$ cat config.mk
export PLATFORM = sky130hd
export DESIGN_NAME = rgb_window_median_mean_filter
export DESIGN_NICKNAME = d
export VERILOG_FILES = /design/src/design/rwmf_pkg.sv /design/src/design/rwmf_cell.sv /design/src/design/rwmf_chan.sv /design/src/design/rgb_window_median_mean_filter.sv
export SDC_FILE = /design/constraint.sdc
export NUM_CORES = 2
export LEC_CHECK = 0
export BUFFER_PORTS_ARGS = -buffer_cell sky130_fd_sc_hd__buf_2
export CORE_MARGIN = 2
export CORE_UTILIZATION = 57
export CTS_BUF_LIST = sky130_fd_sc_hd__clkbuf_8
export DETAILED_ROUTE_END_ITERATION = 7
export PLACE_DENSITY = 0.86
export SYNTH_ARGS = -nofsm -noshare
export SYNTH_HDL_FRONTEND = slang
export SYNTH_SLANG_ARGS = --single-unit
$ cat constraint.sdc
create_clock -name clk_i -period 9.9 [get_ports clk_i]
set_clock_uncertainty 0.2 [all_clocks]
set_input_delay 0.99 -clock clk_i [delete_from_list [all_inputs] [get_ports clk_i]]
set_output_delay 0.99 -clock clk_i [all_outputs]
set_load 0.005 [all_outputs]
$ cat src/design/rwmf_pkg.sv
// Shared types, constants and compare helpers for the 3x3 RGB median/mean filter.
`default_nettype none
package rwmf_pkg;

  localparam int unsigned WIN_SIDE  = 3;
  localparam int unsigned WIN_SIZE  = WIN_SIDE * WIN_SIDE;
  localparam int unsigned CHAN_W    = 8;
  localparam int unsigned NUM_CHAN  = 3;
  localparam int unsigned PIX_W     = CHAN_W * NUM_CHAN;
  localparam int unsigned CNT_W     = 4;
  localparam int unsigned SUM_W     = 12;
  localparam int unsigned RECIP_W   = 16;
  localparam int unsigned PROD_W    = SUM_W + RECIP_W;
  // floor(x / 10) == (x * 52429) >> 19 for every weighted sum of 8-bit values
  localparam logic [RECIP_W-1:0] MEAN_RECIP = 16'd52429;
  localparam int unsigned MEAN_SHIFT = 19;
  localparam int unsigned CENTER_IDX = WIN_SIZE / 2;

  localparam logic MODE_MEDIAN = 1'b0;
  localparam logic MODE_MEAN   = 1'b1;

  typedef logic [WIN_SIZE-1:0][CHAN_W-1:0] chan_win_t;
  typedef logic [WIN_SIDE-1:0][CHAN_W-1:0] trio_t;

  typedef struct packed {
    logic en0;
    logic en1;
    logic en2;
    logic en3;
  } pipe_ctl_t;

  // ascending sort of three values, element 0 is the smallest
  function automatic trio_t sort3(input logic [CHAN_W-1:0] a,
                                  input logic [CHAN_W-1:0] b,
                                  input logic [CHAN_W-1:0] c);
    logic [CHAN_W-1:0] x, y, z, t;
    trio_t res;
    x = a;
    y = b;
    z = c;
    if (x > y) begin
      t = x; x = y; y = t;
    end
    if (y > z) begin
      t = y; y = z; z = t;
    end
    if (x > y) begin
      t = x; x = y; y = t;
    end
    res[0] = x;
    res[1] = y;
    res[2] = z;
    return res;
  endfunction

  function automatic logic [CHAN_W-1:0] max2(input logic [CHAN_W-1:0] a,
                                             input logic [CHAN_W-1:0] b);
    return (a > b) ? a : b;
  endfunction

  function automatic logic [CHAN_W-1:0] min2(input logic [CHAN_W-1:0] a,
                                             input logic [CHAN_W-1:0] b);
    return (a < b) ? a : b;
  endfunction

  function automatic logic [CHAN_W-1:0] med3(input logic [CHAN_W-1:0] a,
                                             input logic [CHAN_W-1:0] b,
                                             input logic [CHAN_W-1:0] c);
    return max2(min2(a, b), min2(max2(a, b), c));
  endfunction

endpackage
`default_nettype wire

$ cat src/design/rwmf_cell.sv
// One window pixel cell: loads a new pixel or takes its right neighbor's pixel.
`default_nettype none
module rwmf_cell (
  input  wire logic                        clk_i,
  input  wire logic                        rst_ni,
  input  wire logic                        shift_en_i,
  input  wire logic                        load_en_i,
  input  wire logic [rwmf_pkg::PIX_W-1:0]  nbr_i,
  input  wire logic [rwmf_pkg::PIX_W-1:0]  load_i,
  output logic      [rwmf_pkg::PIX_W-1:0]  pix_d_o,
  output logic      [rwmf_pkg::PIX_W-1:0]  pix_q_o
);

  logic [rwmf_pkg::PIX_W-1:0] pix_q, pix_d;

  always_comb begin
    pix_d = pix_q;
    if (load_en_i) begin
      pix_d = load_i;
    end else if (shift_en_i) begin
      pix_d = nbr_i;
    end
  end

  always_ff @(posedge clk_i or negedge rst_ni) begin
    if (!rst_ni) begin
      pix_q <= '0;
    end else begin
      pix_q <= pix_d;
    end
  end

  assign pix_d_o = pix_d;
  assign pix_q_o = pix_q;

endmodule
`default_nettype wire

$ cat src/design/rwmf_chan.sv
// Per-channel filter pipeline: median-of-nine network and weighted mean over four stages.
`default_nettype none
module rwmf_chan (
  input  wire logic                         clk_i,
  input  wire rwmf_pkg::pipe_ctl_t          ctl_i,
  input  wire logic                         mode_i,
  input  wire rwmf_pkg::chan_win_t          win_i,
  output logic      [rwmf_pkg::CHAN_W-1:0]  res_o
);

  localparam int unsigned SW = rwmf_pkg::SUM_W;

  rwmf_pkg::chan_win_t                  win0_q;
  logic                                 mode0_q, mode1_q, mode2_q;
  rwmf_pkg::trio_t [rwmf_pkg::WIN_SIDE-1:0] rows1_q, rows1_d;
  logic [SW-1:0]                        sum1_q, sum1_d;
  logic [rwmf_pkg::CHAN_W-1:0]          lo2_q, mid2_q, hi2_q;
  logic [rwmf_pkg::PROD_W-1:0]          prod2_q;
  logic [rwmf_pkg::CHAN_W-1:0]          res3_q, res3_d;

  always_comb begin
    sum1_d = SW'(win0_q[rwmf_pkg::CENTER_IDX]);
    for (int i = 0; i < int'(rwmf_pkg::WIN_SIZE); i++) begin
      sum1_d = sum1_d + SW'(win0_q[i]);
    end
    for (int r = 0; r < int'(rwmf_pkg::WIN_SIDE); r++) begin
      rows1_d[r] = rwmf_pkg::sort3(win0_q[r*3], win0_q[r*3+1], win0_q[r*3+2]);
    end
  end

  always_comb begin
    if (mode2_q == rwmf_pkg::MODE_MEAN) begin
      res3_d = prod2_q[rwmf_pkg::MEAN_SHIFT +: rwmf_pkg::CHAN_W];
    end else begin
      res3_d = rwmf_pkg::med3(lo2_q, mid2_q, hi2_q);
    end
  end

  always_ff @(posedge clk_i) begin
    if (ctl_i.en0) begin
      win0_q  <= win_i;
      mode0_q <= mode_i;
    end
    if (ctl_i.en1) begin
      rows1_q <= rows1_d;
      sum1_q  <= sum1_d;
      mode1_q <= mode0_q;
    end
    if (ctl_i.en2) begin
      lo2_q   <= rwmf_pkg::max2(rwmf_pkg::max2(rows1_q[0][0], rows1_q[1][0]), rows1_q[2][0]);
      mid2_q  <= rwmf_pkg::med3(rows1_q[0][1], rows1_q[1][1], rows1_q[2][1]);
      hi2_q   <= rwmf_pkg::min2(rwmf_pkg::min2(rows1_q[0][2], rows1_q[1][2]), rows1_q[2][2]);
      prod2_q <= rwmf_pkg::PROD_W'(sum1_q) * rwmf_pkg::PROD_W'(rwmf_pkg::MEAN_RECIP);
      mode2_q <= mode1_q;
    end
    if (ctl_i.en3) begin
      res3_q <= res3_d;
    end
  end

  assign res_o = res3_q;

endmodule
`default_nettype wire

$ cat src/design/rgb_window_median_mean_filter.sv
// Top level of the 3x3 RGB window filter: window cells, group control and output pipeline.
//
//  channel | direction | request fields
//  s_axis  | in        | tdata: red, green, blue (8 b each); tuser: full_reload
//  m_axis  | out       | tdata: red, green, blue (8 b each)
//  cfg     | in        | cfg_wdata_i: mode (0 median, 1 weighted mean)
//
// One pixel request accepted per cycle while s_axis_tready_o is high. A result leaves once
// the last pixel of a group has passed the four-stage channel pipeline (capture, sort, merge, select).
// Reset clears the window to zero, the group counter and the mode.
// An output stall fills the four stages in turn; s_axis_tready_o drops only
// when all four hold results.
`default_nettype none
module rgb_window_median_mean_filter (
  input  wire logic                        clk_i,
  input  wire logic                        rst_ni,
  input  wire logic                        s_axis_tvalid_i,
  output logic                             s_axis_tready_o,
  input  wire logic [rwmf_pkg::PIX_W-1:0]  s_axis_tdata_i,   // red_in, green_in, blue_in
  input  wire logic                        s_axis_tuser_i,   // full_reload
  output logic                             m_axis_tvalid_o,
  input  wire logic                        m_axis_tready_i,
  output logic      [rwmf_pkg::PIX_W-1:0]  m_axis_tdata_o,   // red_out, green_out, blue_out
  input  wire logic                        cfg_we_i,
  input  wire logic                        cfg_wdata_i
);

  localparam int unsigned SIDE = rwmf_pkg::WIN_SIDE;
  localparam int unsigned CW   = rwmf_pkg::CNT_W;

  logic                 mode_q;
  logic [CW-1:0]        cnt_q, cnt_d;
  logic                 full_q, full_d;
  logic                 v0_q, v1_q, v2_q, v3_q;
  logic                 acc, first, full_now, last;
  logic [CW-1:0]        cnt_inc;
  rwmf_pkg::pipe_ctl_t  ctl;

  logic [rwmf_pkg::WIN_SIZE-1:0][rwmf_pkg::PIX_W-1:0] win_d, win_q;

  assign ctl.en3 = !v3_q || m_axis_tready_i;
  assign ctl.en2 = !v2_q || ctl.en3;
  assign ctl.en1 = !v1_q || ctl.en2;
  assign ctl.en0 = !v0_q || ctl.en1;

  assign s_axis_tready_o = ctl.en0;
  assign acc      = s_axis_tvalid_i && s_axis_tready_o;
  assign first    = (cnt_q == '0);
  assign full_now = first ? s_axis_tuser_i : full_q;
  assign cnt_inc  = cnt_q + CW'(1);
  assign last     = full_now ? (cnt_inc == CW'(rwmf_pkg::WIN_SIZE)) : (cnt_inc == CW'(SIDE));

  always_comb begin
    cnt_d  = cnt_q;
    full_d = full_q;
    if (acc) begin
      full_d = full_now;
      cnt_d  = last ? '0 : cnt_inc;
    end
  end

  for (genvar r = 0; r < SIDE; r++) begin : g_row
    for (genvar c = 0; c < SIDE; c++) begin : g_col
      logic shift_en, load_en;
      assign shift_en = acc && first && !s_axis_tuser_i && (c < SIDE - 1);
      assign load_en  = acc && ((full_now && cnt_q == CW'(r * SIDE + c)) ||
                                (!full_now && c == SIDE - 1 && cnt_q == CW'(r)));
      rwmf_cell u_cell (
        .clk_i      (clk_i),
        .rst_ni     (rst_ni),
        .shift_en_i (shift_en),
        .load_en_i  (load_en),
        .nbr_i      (win_q[r * SIDE + ((c < SIDE - 1) ? c + 1 : c)]),
        .load_i     (s_axis_tdata_i),
        .pix_d_o    (win_d[r * SIDE + c]),
        .pix_q_o    (win_q[r * SIDE + c])
      );
    end
  end

  for (genvar k = 0; k < rwmf_pkg::NUM_CHAN; k++) begin : g_chan
    rwmf_pkg::chan_win_t chan_win;
    for (genvar i = 0; i < rwmf_pkg::WIN_SIZE; i++) begin : g_tap
      assign chan_win[i] = win_d[i][k * rwmf_pkg::CHAN_W +: rwmf_pkg::CHAN_W];
    end
    rwmf_chan u_chan (
      .clk_i  (clk_i),
      .ctl_i  (ctl),
      .mode_i (mode_q),
      .win_i  (chan_win),
      .res_o  (m_axis_tdata_o[k * rwmf_pkg::CHAN_W +: rwmf_pkg::CHAN_W])
    );
  end

  always_ff @(posedge clk_i or negedge rst_ni) begin
    if (!rst_ni) begin
      mode_q <= rwmf_pkg::MODE_MEDIAN;
      cnt_q  <= '0;
      full_q <= 1'b0;
      v0_q   <= 1'b0;
      v1_q   <= 1'b0;
      v2_q   <= 1'b0;
      v3_q   <= 1'b0;
    end else begin
      if (cfg_we_i) begin
        mode_q <= cfg_wdata_i;
      end
      cnt_q  <= cnt_d;
      full_q <= full_d;
      if (ctl.en0) begin
        v0_q <= acc && last;
      end
      if (ctl.en1) begin
        v1_q <= v0_q;
      end
      if (ctl.en2) begin
        v2_q <= v1_q;
      end
      if (ctl.en3) begin
        v3_q <= v2_q;
      end
    end
  end

  assign m_axis_tvalid_o = v3_q;

`ifndef SYNTH
  a_cnt_range: assert property (@(posedge clk_i) disable iff (!rst_ni)
    cnt_q < CW'(rwmf_pkg::WIN_SIZE))
    else $error("group counter out of range");

  a_col_cnt: assert property (@(posedge clk_i) disable iff (!rst_ni)
    !full_q |-> cnt_q < CW'(SIDE))
    else $error("column group counter out of range");

  a_v0_src: assert property (@(posedge clk_i) disable iff (!rst_ni)
    (v0_q && !$past(v0_q)) |-> $past(acc && last))
    else $error("result started without a completed group");

  a_stall_full: assert property (@(posedge clk_i) disable iff (!rst_ni)
    !s_axis_tready_o |-> (v0_q && v1_q && v2_q && v3_q && !m_axis_tready_i))
    else $error("input stalled with room in the pipeline");
`endif

endmodule
`default_nettype wire

-- Word-level counts from Yosys, hierarchy flattened
Cells that the tools add are included.
- register bits after elaboration: 874
- input port bits: 31
- output and inout bits: 26
- word-level logic and storage cells: 345
- add/sub/neg operators: 28
- multipliers: 3
- $lt $le $gt $ge: 63
- equality and inequality tests: 10
- mux-type cells: 111
- reduce and logical (&&, ||, !) cells: 39
- operator list (operator ; count):
    $mux W8 ; 93
    $gt A8 B8 Y1 ; 45
    $mux W24 ; 15
    $add A12 B8 Y12 ; 24
    $lt A8 B8 Y1 ; 18
    $mul A12 B16 Y27 const B ; 3
    $add A8 B8 Y9 ; 3
    $logic_and A1 B1 Y1 ; 25
    $eq A4 B3 Y1 const B ; 4
    $eq A4 B2 Y1 const B ; 3
    $eq A4 B4 Y1 const B ; 2
    $logic_or A1 B1 Y1 ; 7
    $logic_not A1 Y1 ; 6
    $add A4 B1 Y4 const B ; 1
    $eq A4 B1 Y1 const B ; 1
    $logic_not A4 Y1 ; 1
    $mux W4 ; 1
    $mux W1 ; 2

-- Depth between registers and ports, before layout
- depth in word-level cells: 10
- depth in mapped cells: 32
- gate-level depth less buffers: 27

-- Cells and area by module
Synthesis repeated with hierarchy kept, for this count alone.
- cells, all modules: 5598
- area, all modules: 61117.4 µm²
- modules (own cells, without submodules) (module ; times used ; cells each ; area an instance (µm²) ; seq. area each (µm²)):
    rwmf_chan (g_chan[0].u_chan) ; 1 ; 1555 ; 16846.2 ; 5975.7
    rwmf_chan (g_chan[2].u_chan) ; 1 ; 1575 ; 16838.6 ; 5975.7
    rwmf_chan (g_chan[1].u_chan) ; 1 ; 1451 ; 16572.1 ; 5975.7
    rwmf_cell ; 9 ; 104 ; 1127.3 ; 600.6
    rgb_window_median_mean_filter ; 1 ; 81 ; 714.4 ; 250.2

-- Worst setup path after synthesis
OpenSTA, ideal clock, no wires.
- kind: input to register
- start: input port m_axis_tready_i
- end: register g_chan[0].u_chan.win0_q[43] in the netlist's numbering, data pin
- library setup time: 263 ps
- arrival: 10098 ps
- data required time: 9437 ps
- setup slack: -661 ps
- stages: 8
- buffers on the path: 2
- cell sequence: nor2b_1 -> nand4_1 -> nand2_1 -> clkbuf_1 -> nor2_1 -> nand3_1 -> clkbuf_1 -> mux2_2
- RTL lines (element ; RTL line ; text):
    start: declaration ; rgb_window_median_mean_filter.sv:22 ; input wire logic m_axis_tready_i,
    end signal: assignment ; rwmf_chan.sv:41 ; win0_q <= win_i;
    end: declaration ; rwmf_chan.sv:13 ; rwmf_pkg::chan_win_t win0_q;

==> results.txt <==
Outcome: finished clean
Final Hold Viols: 0
R2r worst-path depth: 27
Initial core utilization: 0.5724
WL/cell: 20.52 um
Num CTS Buffers: 143
Row Count: 120
Crit path time final: 7.507 ns
# placed instances: 6,973
Die X: 331.2 um
Seq/Total Area, Yosys: 0.3835
IO Count: 57
Vias in the first global route: 43,500
Post-synth EDFFs: 591
Synth top area cells: edfxtp_1 29%, ha_1 15%, fa_1 9.6%, dfrtp_1 9.3%, mux2i_1 5.4%
Most numerous cell in the Yosys netlist: inv_1
Post-CTS Setup Inserts: 0
Area grow syn2layout: 7.695%
Fill cells: 8,183
Antenna-violating nets left: 0
Die area: 109,700 sq um
Max Freq: 133.2 MHz
Max Cap Viol: 0
YS warnings: 0
CORE AREA: 106,600 sq um
Synth Register Bits: 817
Vias per inst: 5.952
CTS Buffer Depth: 3
Share of cells above drive strength 1: 0.1059
Final GP Congestion: 0.9581
Die Height: 331.2 um
First drt pass iteration count: 6
Worst-path maximum fanout: 24
Setup CP Type: flop to flop
Setup Viol. Count Final: 0
Top cells by count, synth: 849 x inv_1, 733 x ha_1, 591 x edfxtp_1
Synth Flop Type: edfxtp_1
Syn_nets: 6,719
Root Buffer Master: clkbuf_8
DR vias: 43,110
Distinct cells, synth: 78
Hold WS: 0.02642 ns
CP startpoint kind: flop
Synthesized cell area: 61,020 sq um
Cts repair resizes: 0
Worst setup EP type: flop
First-pass GRT wire length: 234,000 um
Grt total ovfl: 0
Syn avg cell area: 10.78 sq um
Fin crit share: 0.7583
GRT Total Usage: 0.2743
Worst-Margin Slew: 1.191 ns
Relative slew margins: 0.2060
Clk Latency, worst-skew pair: 0.84 ns
Nets: 6,773
Biggest area consumer among synthesized cells: edfxtp_1
Class of the tightest hold or removal check: input port to async pin
Initial antenna violation count: 10
# port buffers: 56
DRC: 0
H-tree depth: 4
Critical path arrival: 7.84 ns
DRT Wirelength: 148,600 um
Synth Instances: 5,661
Initial DRC count: 3,482
Fin cells: 7,244
RSZ-0062 raised after global routing: no
Largest net degree at the start of global routing: 148
CP Data Required Time: 10.24 ns
Synth top area share: 0.2908
Async S/R FF share, synth: 0.2766
Detailed Place HPWL: 115,500 um
TritonCTS clock tree: yes
Clock sinks: 817
Max Slew Vio Count: 0
Clock-pin slew on the worst setup and hold paths: 0.06 ns
Post-CTS Hold Buffers: 0
## worst max-delay path, cell delays in order (launching register included)
cell      delay (ns)
edfxtp_1        0.45
inv_1           0.19
ha_1            0.27
nor2b_1         0.13
o21a_1          0.17
o21a_1          0.17
o21ai_0         0.17
or3b_2          0.53
nand2_1         0.60
a21o_1          0.24
ha_1            0.24
nor2b_1         0.14
o21a_1          0.16
o21a_1          0.16
o21ai_0         0.17
a21oi_1         0.13
a211o_1         0.40
a221oi_1        0.67
o21bai_1        0.21
ha_1            0.27
nor2b_1         0.13
o21a_1          0.16
o21a_1          0.16
o21ai_0         0.15
a21oi_1         0.10
o31a_1          0.48
o31ai_1         0.18
o22ai_1         0.16
## area by class of cell
class | count | area [sq um] | area share
sequential | 817 | 23400 | 0.3561
tap | 1403 | 1755 | 0.02671
clock inverter | 103 | 832.0 | 0.01266
inverter | 850 | 3191 | 0.04855
timing repair buffer | 83 | 518.0 | 0.007882
clock buffer | 162 | 2230 | 0.03393
antenna | 6 | 15.01 | 0.0002285
multi-input combinational | 3820 | 33770 | 0.5139
## through the flow
step,instance area [sq um],setup slack (ns),utilization,setup TNS [ns]
6_report,65720,2.393,0.6165,0
5_1_grt,65700,2.135,0.6163,0
4_1_cts,65700,2.619,0.6163,0
3_5_place_dp,62640,2.741,0.5876,0
3_3_place_gp,62640,2.821,0.5876,0
2_1_floorplan,61050,-0.3835,-,-131.40
## path summary, 6_finish.rpt
check / from / end / slack, ns
setup / recovery: g_chan[2].u_chan.win0_q[33]$_DFFE_PN_ / g_chan[2].u_chan.rows1_q[30]$_DFFE_PP_ / 2.39
hold / removal: rst_ni / g_row[2].g_col[0].u_cell.pix_q_o[23]$_DFF_PN0_ / 0.03
setup reg to reg: g_chan[2].u_chan.win0_q[33]$_DFFE_PN_ / g_chan[2].u_chan.rows1_q[30]$_DFFE_PP_ / 2.39
hold reg to reg: g_chan[0].u_chan.mode1_q$_DFFE_PP_ / g_chan[0].u_chan.mode2_q$_DFFE_PP_ / 0.22
max in group asynchronous: rst_ni / g_row[2].g_col[1].u_cell.pix_q_o[4]$_DFF_PN0_ / 7.92
min in group clk_i: cfg_wdata_i / mode_q$_DFFE_PN0P_ / 0.19
## placed cells by master (no fill, tap or decap), types with 22 or more instances in the layout
cell	n
a21o_1	110
a21oi_1	314
a31oi_1	30
and2_1	23
and3_1	80
buf_2	55
buf_4	25
clkbuf_8	162
dfrtp_1	226
edfxtp_1	591
fa_1	294
ha_1	733
inv_1	892
mux2_2	214
mux2i_1	330
nand2_1	300
nand2b_1	27
nand3_1	85
nand4_1	48
nor2_1	142
nor2b_1	50
nor3_1	88
o211ai_1	38
o21a_1	84
o21ai_0	348
o21ai_1	22
o21bai_1	29
o22ai_1	25
o31ai_1	89
or2_2	63
xnor2_1	46
xor2_1	24
## kinds of logic after synthesis
kind of cell | after synthesis | synth area share
muxes | 544 | 0.09363
adders and majority gates | 1027 | 0.2468
buffers and inverters | 1024 | 0.06357
DFF | 817 | 0.3835
and+or+nand+nor | 973 | 0.07995
AOI/OAI and AO/OA | 1206 | 0.1225
xor gates and xnor gates | 70 | 0.01005
## routing by layer
metal / up-vias / global-route usage / wire [um]
met5: - / 0 / 32
met1: 21070 / 0.3556 / 61190
li1: 20230 / - / -
met3: 351 / 0.05369 / 10920
met2: 1458 / 0.4502 / 70470
met4: 6 / 0.1171 / 6004
## state kept, by name, summed over array words and instances, names as in the netlist
signal / count
g_chan.u_chan.win0_q: 216
g_chan.u_chan.res_o: 24
g_chan.u_chan.mode0_q: 1
g_chan.u_chan.prod2_q: 24
g_chan.u_chan.rows1_q: 216
g_chan.u_chan.mode1_q: 1
g_row.g_col.u_cell.pix_q_o: 216
g_chan.u_chan.lo2_q: 24
mode_q: 1
g_chan.u_chan.sum1_q: 36
g_chan.u_chan.hi2_q: 24
full_q: 1
v1_q: 1
g_chan.u_chan.mode2_q: 1
g_chan.u_chan.mid2_q: 24
cnt_q: 4
v2_q: 1
m_axis_tvalid_o: 1
v0_q: 1
Power is left out: the tool's default activity adds up to more than one toggle a clock period on the data nets, which glitch-free logic cannot reach.
